===== config.mk =====
export PLATFORM = sky130hd
export DESIGN_NAME = ordered_list_append_delete
export DESIGN_NICKNAME = d
export VERILOG_FILES = /design/src/hdl/olad_pkg.sv /design/src/hdl/olad_cell.sv /design/src/hdl/ordered_list_append_delete.sv
export SDC_FILE = /design/constraint.sdc
export NUM_CORES = 1
export LEC_CHECK = 0
export BUFFER_PORTS_ARGS = -buffer_cell sky130_fd_sc_hd__buf_2
export CAP_MARGIN = 20
export CORE_UTILIZATION = 64
export CTS_CLUSTER_SIZE = 8
export DETAILED_ROUTE_END_ITERATION = 6
export PLACE_DENSITY = 0.81
export SLEW_MARGIN = 20
export SYNTH_ARGS = -nofsm -noshare
export SYNTH_HDL_FRONTEND = slang
export SYNTH_SLANG_ARGS = --single-unit

===== constraint.sdc =====
create_clock -name clk -period 4.8 [get_ports clk]
set_clock_uncertainty 0.15 [all_clocks]
set_input_delay 1.44 -clock clk [delete_from_list [all_inputs] [get_ports clk]]
set_output_delay 1.44 -clock clk [all_outputs]
set_load 0.01 [all_outputs]

===== src/hdl/olad_pkg.sv =====
// ---------------------------------------------------------------------------
// olad_pkg: shared types and constants for the ordered list block
// Holds the list depth, the command and status codes, the command and
// response beat structs, and the control struct handed to each list cell.
// ---------------------------------------------------------------------------
package olad_pkg;

    // Number of list cells.
    localparam int DEPTH = 16;

    // Derived widths.
    localparam int IDX_W  = (DEPTH > 1) ? $clog2(DEPTH) : 1;
    localparam int FILL_W = $clog2(DEPTH + 1);
    localparam int POS_W  = 4;
    localparam int CNT_W  = 5;
    localparam int DATA_W = 32;
    localparam int CMP_W  = (FILL_W > POS_W) ? FILL_W : POS_W;
    localparam int WIDE_W = (FILL_W > CNT_W) ? FILL_W : CNT_W;

    // Command codes.
    localparam logic [1:0] FN_APPEND = 2'd0;
    localparam logic [1:0] FN_DELETE = 2'd1;
    localparam logic [1:0] FN_READ   = 2'd2;

    // Status codes.
    localparam logic [1:0] ST_OK        = 2'd0;
    localparam logic [1:0] ST_FULL      = 2'd1;
    localparam logic [1:0] ST_NOT_FOUND = 2'd2;
    localparam logic [1:0] ST_BEYOND    = 2'd3;

    // Command beat.
    typedef struct packed {
        logic [1:0]               func;
        logic signed [DATA_W-1:0] value;
        logic [POS_W-1:0]         position;
    } cmd_t;

    // Response beat.
    typedef struct packed {
        logic [1:0]               status;
        logic [CNT_W-1:0]         count;
        logic signed [DATA_W-1:0] read_value;
    } rsp_t;

    // Per-cell control for one command.
    typedef struct packed {
        logic append;   // This cell is the tail slot and takes the value.
        logic search;   // A delete is in progress.
        logic in_list;  // This cell holds a live entry.
    } cell_ctl_t;

endpackage


===== src/hdl/olad_cell.sv =====
// ---------------------------------------------------------------------------
// olad_cell: one list cell
// Holds one entry, compares it with the command value, passes the match
// chain on toward the tail, and on a delete at or after the first match
// takes the entry of its tailward neighbor to close the gap.
// ---------------------------------------------------------------------------
module olad_cell
    import olad_pkg::*;
(
    input  logic                     clk,
    input  cell_ctl_t                ctl,
    input  logic signed [DATA_W-1:0] value,
    input  logic signed [DATA_W-1:0] next_entry,
    input  logic                     hit_in,
    output logic                     hit_out,
    output logic signed [DATA_W-1:0] entry
);

    logic signed [DATA_W-1:0] entry_reg;
    logic signed [DATA_W-1:0] entry_next;
    logic                     match;

    // Match chain: set from the first live entry equal to the value onward.
    assign match   = ctl.search && ctl.in_list && (entry_reg == value);
    assign hit_out = hit_in || match;

    // Next entry: append writes the tail slot, a delete shifts toward the head.
    always_comb
    begin
        entry_next = entry_reg;
        if (ctl.append)
        begin
            entry_next = value;
        end
        else if (ctl.search && hit_out)
        begin
            entry_next = next_entry;
        end
    end

    // Entry storage needs no reset; it is undefined until written.
    always_ff @(posedge clk)
    begin
        entry_reg <= entry_next;
    end

    assign entry = entry_reg;

endmodule


===== src/hdl/ordered_list_append_delete.sv =====
// ---------------------------------------------------------------------------
// ordered_list_append_delete: bounded ordered list with append and delete
// Keeps up to DEPTH signed 32-bit entries head first in a row of cells and
// answers append, delete-first-match and read-by-position commands.
// ---------------------------------------------------------------------------
// The block takes one command per clock: busy never rises, and each command
// accepted on a rising edge with start high gets its response in the next
// cycle, shown for exactly that cycle with done high. The receiver cannot
// stall, so a response must be captured in the cycle it appears. The speed
// is set by the row of cells, where every entry is compared at once and a
// delete shifts all later entries one place toward the head in the same
// cycle; the match chain that ripples through the row is the longest path.
module ordered_list_append_delete
    import olad_pkg::*;
(
    input  logic clk,
    input  logic rst_n,
    input  logic start,
    output logic busy,
    input  cmd_t cmd,
    output logic done,
    output rsp_t rsp
);

    logic                     accept;
    logic [FILL_W-1:0]        fill_reg;
    logic [FILL_W-1:0]        fill_next;
    logic                     done_reg;
    rsp_t                     rsp_reg;
    rsp_t                     rsp_next;
    logic                     full;
    logic                     found;
    logic [CMP_W-1:0]         pos_ext;
    logic [CMP_W-1:0]         fill_ext;
    logic [WIDE_W-1:0]        fill_wide;
    logic signed [DATA_W-1:0] cell_entry [DEPTH];
    logic                     hit_chain [DEPTH+1];
    cell_ctl_t                cell_ctl [DEPTH];

    // The list takes a command every cycle.
    assign busy   = 1'b0;
    assign accept = start && !busy;
    assign full   = (fill_reg == FILL_W'(DEPTH));

    // Row of cells with the match chain running from head to tail.
    assign hit_chain[0] = 1'b0;
    for (genvar i = 0; i < DEPTH; i++)
    begin : g_cell
        assign cell_ctl[i].append  = accept && (cmd.func == FN_APPEND) && !full
                                     && (fill_reg == FILL_W'(i));
        assign cell_ctl[i].search  = accept && (cmd.func == FN_DELETE);
        assign cell_ctl[i].in_list = (FILL_W'(i) < fill_reg);

        olad_cell u_cell (
            .clk        (clk),
            .ctl        (cell_ctl[i]),
            .value      (cmd.value),
            .next_entry ((i == DEPTH - 1) ? cell_entry[i] : cell_entry[(i + 1) % DEPTH]),
            .hit_in     (hit_chain[i]),
            .hit_out    (hit_chain[i+1]),
            .entry      (cell_entry[i])
        );
    end

    assign found    = hit_chain[DEPTH];
    assign pos_ext  = CMP_W'(cmd.position);
    assign fill_ext = CMP_W'(fill_reg);

    // Command decode: new fill and the response beat.
    always_comb
    begin
        fill_next           = fill_reg;
        rsp_next.status     = ST_OK;
        rsp_next.read_value = '0;
        if (accept)
        begin
            unique case (cmd.func)
                FN_APPEND:
                begin
                    if (full)
                    begin
                        rsp_next.status = ST_FULL;
                    end
                    else
                    begin
                        fill_next = fill_reg + FILL_W'(1);
                    end
                end
                FN_DELETE:
                begin
                    if (found)
                    begin
                        fill_next = fill_reg - FILL_W'(1);
                    end
                    else
                    begin
                        rsp_next.status = ST_NOT_FOUND;
                    end
                end
                FN_READ:
                begin
                    if ((pos_ext >= fill_ext) || (pos_ext >= CMP_W'(DEPTH)))
                    begin
                        rsp_next.status = ST_BEYOND;
                    end
                    else
                    begin
                        rsp_next.read_value = cell_entry[pos_ext[IDX_W-1:0]];
                    end
                end
                default:
                begin
                    // Unused command code: no change, status ok.
                    rsp_next.status = ST_OK;
                end
            endcase
        end
        fill_wide      = WIDE_W'(fill_next);
        rsp_next.count = fill_wide[CNT_W-1:0];
    end

    // Fill count and response strobe.
    always_ff @(posedge clk or negedge rst_n)
    begin
        if (!rst_n)
        begin
            fill_reg <= '0;
            done_reg <= 1'b0;
        end
        else
        begin
            fill_reg <= fill_next;
            done_reg <= accept;
        end
    end

    // Response payload.
    always_ff @(posedge clk)
    begin
        if (accept)
        begin
            rsp_reg <= rsp_next;
        end
    end

    assign done = done_reg;
    assign rsp  = rsp_reg;

    // The fill count never exceeds the number of cells.
    a_fill_bound: assert property (@(posedge clk) disable iff (!rst_n)
        fill_reg <= FILL_W'(DEPTH))
        else $error("fill count above depth");

    // Each accepted command yields exactly one response in the next cycle.
    a_one_rsp: assert property (@(posedge clk) disable iff (!rst_n)
        accept |=> done)
        else $error("missing response");
    a_no_extra: assert property (@(posedge clk) disable iff (!rst_n)
        !accept |=> !done)
        else $error("response without command");

    // A successful delete shrinks the list by one.
    a_delete_fill: assert property (@(posedge clk) disable iff (!rst_n)
        (accept && (cmd.func == FN_DELETE) && found)
        |=> (fill_reg == $past(fill_reg) - FILL_W'(1)))
        else $error("delete did not shrink the list");

endmodule

==> results.md <==
| Quantity | Reported |
|---|---|
| Top post-synthesis cells by count | 551 x edfxtp_1, 481 x mux2_2, 450 x xor2_1 |
| Maximum operating frequency | 0.2199 GHz |
| Global-route wire length before repair | 167800 µm |
| Worst reg2reg path depth | 10 |
| Antenna violations before repair | 5 |
| Cell with the most instances after synthesis | edfxtp_1 |
| Grt total ovfl | 0 |
| Worst Setup Slack, final | 0.2535 ns |
| Clock tree from TritonCTS | done |
| Total nets after synthesis | 2344 |
| Max-cap check violation count | 0 |
| Distinct cell type count after synthesis | 59 |
| Max-slew headroom at the worst pin | 38.48% |
| Startpoint of the worst hold path | g_cell[6].u_cell.entry[16] |
| Crit path time final | 4.547 ns |
| Highest cell delay on the worst timing path | 0.60 ns |
| Wire length per cell | 38.71 µm |
| Worst hold slack | 0.4703 ns |
| Register-to-register setup slack | 0.89 ns |
| R2R Path Start | fill_ext[1] |
| Leakage dissipation | 13.32 nW |
| Library cell used as clock root buffer | clkbuf_16 |
| Clock buffer count from CTS | 79 |
| Number of flops mapped to enable cells by yosys | 551 |
| Actual transition at the worst max-transition pin | 0.9228 ns |
| Pwr dens | 319.1 mW/mm² |
| Startpoint kind of the worst setup timing path | input pin |
| Synthesized area | 0.03393 mm² |
| Slew Viols, Final | 0 |
| Top-level port count | 82 |
| Detailed placer's ending HPWL | 91130 µm |
| Initial core utilization | 64.69% |
| Cell type group with the largest total delay on the critical path | simple AND/OR/NAND/NOR gates |
| Number of port buffers | 80 |
| Worst skew pair latency | 0.63 ns |
| Wire length reported by the detailed router | 121900 µm |
| Worst slack, placed | -0.2172 ns |
| Flip-flop count of the largest register after layout | 512 |
| Worst-path fanout max | 23 |
| Overall routing resource usage | 45.63% |
| Most used flip-flop cell after synthesis | edfxtp_1 |
| Largest cells by area after synthesis | edfxtp_1 49%, mux2_2 16%, xor2_1 12% |
| Hold worst-path end | g_cell[5].u_cell.entry[16] |
| Chip Height | 232.2 µm |
| Count of warnings emitted by yosys | 0 |
| Final #Nets | 2496 |
| Area of the core | 0.05245 mm² |
| Detailed router's first-iteration violation count | 3549 |
| Total number of H-tree levels | 3 |
| FF+latch count, synth | 557 |
| Chip Width | 232.2 µm |
| CP Cell Sequence | buf_2 > xor2_1 > nor4_1 > buf_4 > nand4_1 > nor4b_1 > and4bb_4 > and4b_1 > nand3b_1 > or3b_1 > buf_12 |
| Number of nets still failing antenna checks after routing | 0 |
| DRC errors left | 0 |
| Share of flip-flops with an asynchronous set or reset | 1.077% |
| Clk buf depth | 3 |
| Mean number of vias per cell | 7.158 |
| Routability congestion estimate | 1.114 |
| Synth area leader | edfxtp_1 |
| Sum Neg Setup Slack | 0 ns |
| Die Area | 0.05394 mm² |
| Outcome | finished clean |
| Sequential-to-total area share from yosys stat | 49.21% |
| Hold depth | 1 |
| Avg Cell Area, Syn | 14.79 µm² |
| Vias after detailed routing | 22540 |
| Sum of buffers and inverters on the critical path | 3 |
| Peak ir drop on the vdd network | 0.3726 mV |
| Standard-cell row count | 84 |
| Count of endpoints failing setup in the final report | 0 |
| Type of the tightest min-delay check | flop to flop |
| Data arrival time at the worst-slack endpoint | 4.70 ns |
| Fraction of final layout cells with drive strength greater than 1 | 43.13% |
| Clock-pin transition on the worst setup and hold timing paths | 0.05 ns |
| Largest net degree at the start of global routing | 91 |
| Number of detailed-routing iterations run before antenna repair | 5 |
| Required @ worst endpoint | 4.95 ns |
| Post-CTS setup buffers | 0 |
| Unrepaired setup endpoints after global routing | false |
| Via count of the first global-routing pass | 22100 |
| Count of endpoints failing hold in the final timing report | 0 |
| Slowest cell on the critical path | nor4b_1 |
| Cell count after synthesis | 2294 |
| Area growth, synth to finish | 12.37% |
| Portion of the clock cycle consumed by the worst path in the final layout | 94.72% |
| # hold bufs at CTS | 0 |
| TritonCTS Sinks | 557 |
| Reg-to-reg endpoint | g_cell[4].u_cell.entry[9] |
| Setup CP Type | input pin to flop |
| Top cell type's share of synthesized area | 48.77% |
| Cts repair resizes | 0 |
| Type of destination of the critical path | flop |
## worst register-to-register path, stage by stage, from the launching register on
cell	delay, ns
dfrtp_1	0.35
buf_4	0.20
inv_1	0.36
ha_1	0.59
a31o_2	0.32
nor2_1	0.07
buf_4	0.23
nand3_2	0.12
buf_4	0.55
nand3_2	0.41
buf_12	0.29
## where the power goes
group	leakage, nW	internal [mW]	switching [mW]
logic	7.22	0.568	1.06
registers	5.07	5.39	0.0771
clock network	1.04	2.97	2.11
## how the worst max path moves through the flow
stage | to | slack, ns | depth (start not counted) | start
2_1_floorplan | g_cell[12].u_cell.entry[0] | 0.24 | 10 | cmd[33]
3_3_place_gp | g_cell[13].u_cell.entry[5] | -0.24 | 11 | cmd[21]
3_5_place_dp | g_cell[13].u_cell.entry[15] | -0.22 | 11 | cmd[21]
4_1_cts | g_cell[13].u_cell.entry[14] | 0.43 | 11 | cmd[21]
5_1_grt | g_cell[13].u_cell.entry[14] | 0.23 | 11 | cmd[21]
6_report | g_cell[13].u_cell.entry[14] | 0.25 | 11 | cmd[21]
## kinds of logic after synthesis
logic type | Yosys count | synth area share [%]
compound gates | 37 | 0.8962
xor+xnor | 513 | 13.24
fa+ha+maj | 9 | 0.3319
buf+inv | 233 | 4.296
flops | 557 | 49.21
mux | 642 | 26.62
other cells | 1 | 0.01105
simple gates | 302 | 5.395
## layout by cell type (no fill, tap or decap), drive strengths merged, types with 2 or more instances in the layout
| cell type | n |
|---|---|
| xor2 | 450 |
| o21ai | 6 |
| and3 | 6 |
| xnor2 | 63 |
| clkinv | 3 |
| or2 | 3 |
| mux2 | 481 |
| or3b | 3 |
| nor3b | 2 |
| buf | 296 |
| mux4 | 160 |
| dfrtp | 6 |
| nand3 | 27 |
| nor4 | 116 |
| ha | 9 |
| nor3 | 20 |
| nand4 | 34 |
| nand2 | 28 |
| clkbuf | 89 |
| a21oi | 11 |
| a31oi | 2 |
| a2111oi | 5 |
| nor2b | 34 |
| a41oi | 2 |
| nand3b | 2 |
| edfxtp | 551 |
| inv | 11 |
| o311ai | 2 |
| or4 | 2 |
| nand2b | 4 |
| a21o | 2 |
| nor2 | 16 |
## through the flow
| stage | cells | instance area [µm²] | total power [mW] | utilization, % |
|---|---|---|---|---|
| 2_1_floorplan | 2294 | 33930 | 6.447 | - |
| 3_3_place_gp | 3053 | 36000 | 7.099 | 68.64 |
| 3_5_place_dp | 3053 | 36000 | 7.109 | 68.64 |
| 4_1_cts | 3148 | 38120 | 12.11 | 72.69 |
| 5_1_grt | 3148 | 38120 | 12.35 | 72.69 |
| 6_report | 3149 | 38130 | 12.17 | 72.70 |
## routing by layer
metal	global-route usage (%)	vias up	part of all wire [%]	wire (µm)
met5	0	-	0.012	15
met4	31.91	2	8.4	10270
met3	12.07	359	12	14040
met2	68.25	1723	45	54460
met1	57.94	11420	35	43110
li1	-	9033	-	-
## area by class of cell
class / count / area (µm²)
inverters: 8 / 30.03
clock inverters: 6 / 86.33
diodes: 1 / 2.502
fillers: 3382 / 14320
flip-flops and latches: 557 / 16700
multi-input cells: 1504 / 15840
clock buffers: 89 / 2036
repair buffers: 296 / 2576
well taps: 688 / 860.8
Note: power is estimated with default switching activity, not from simulation.
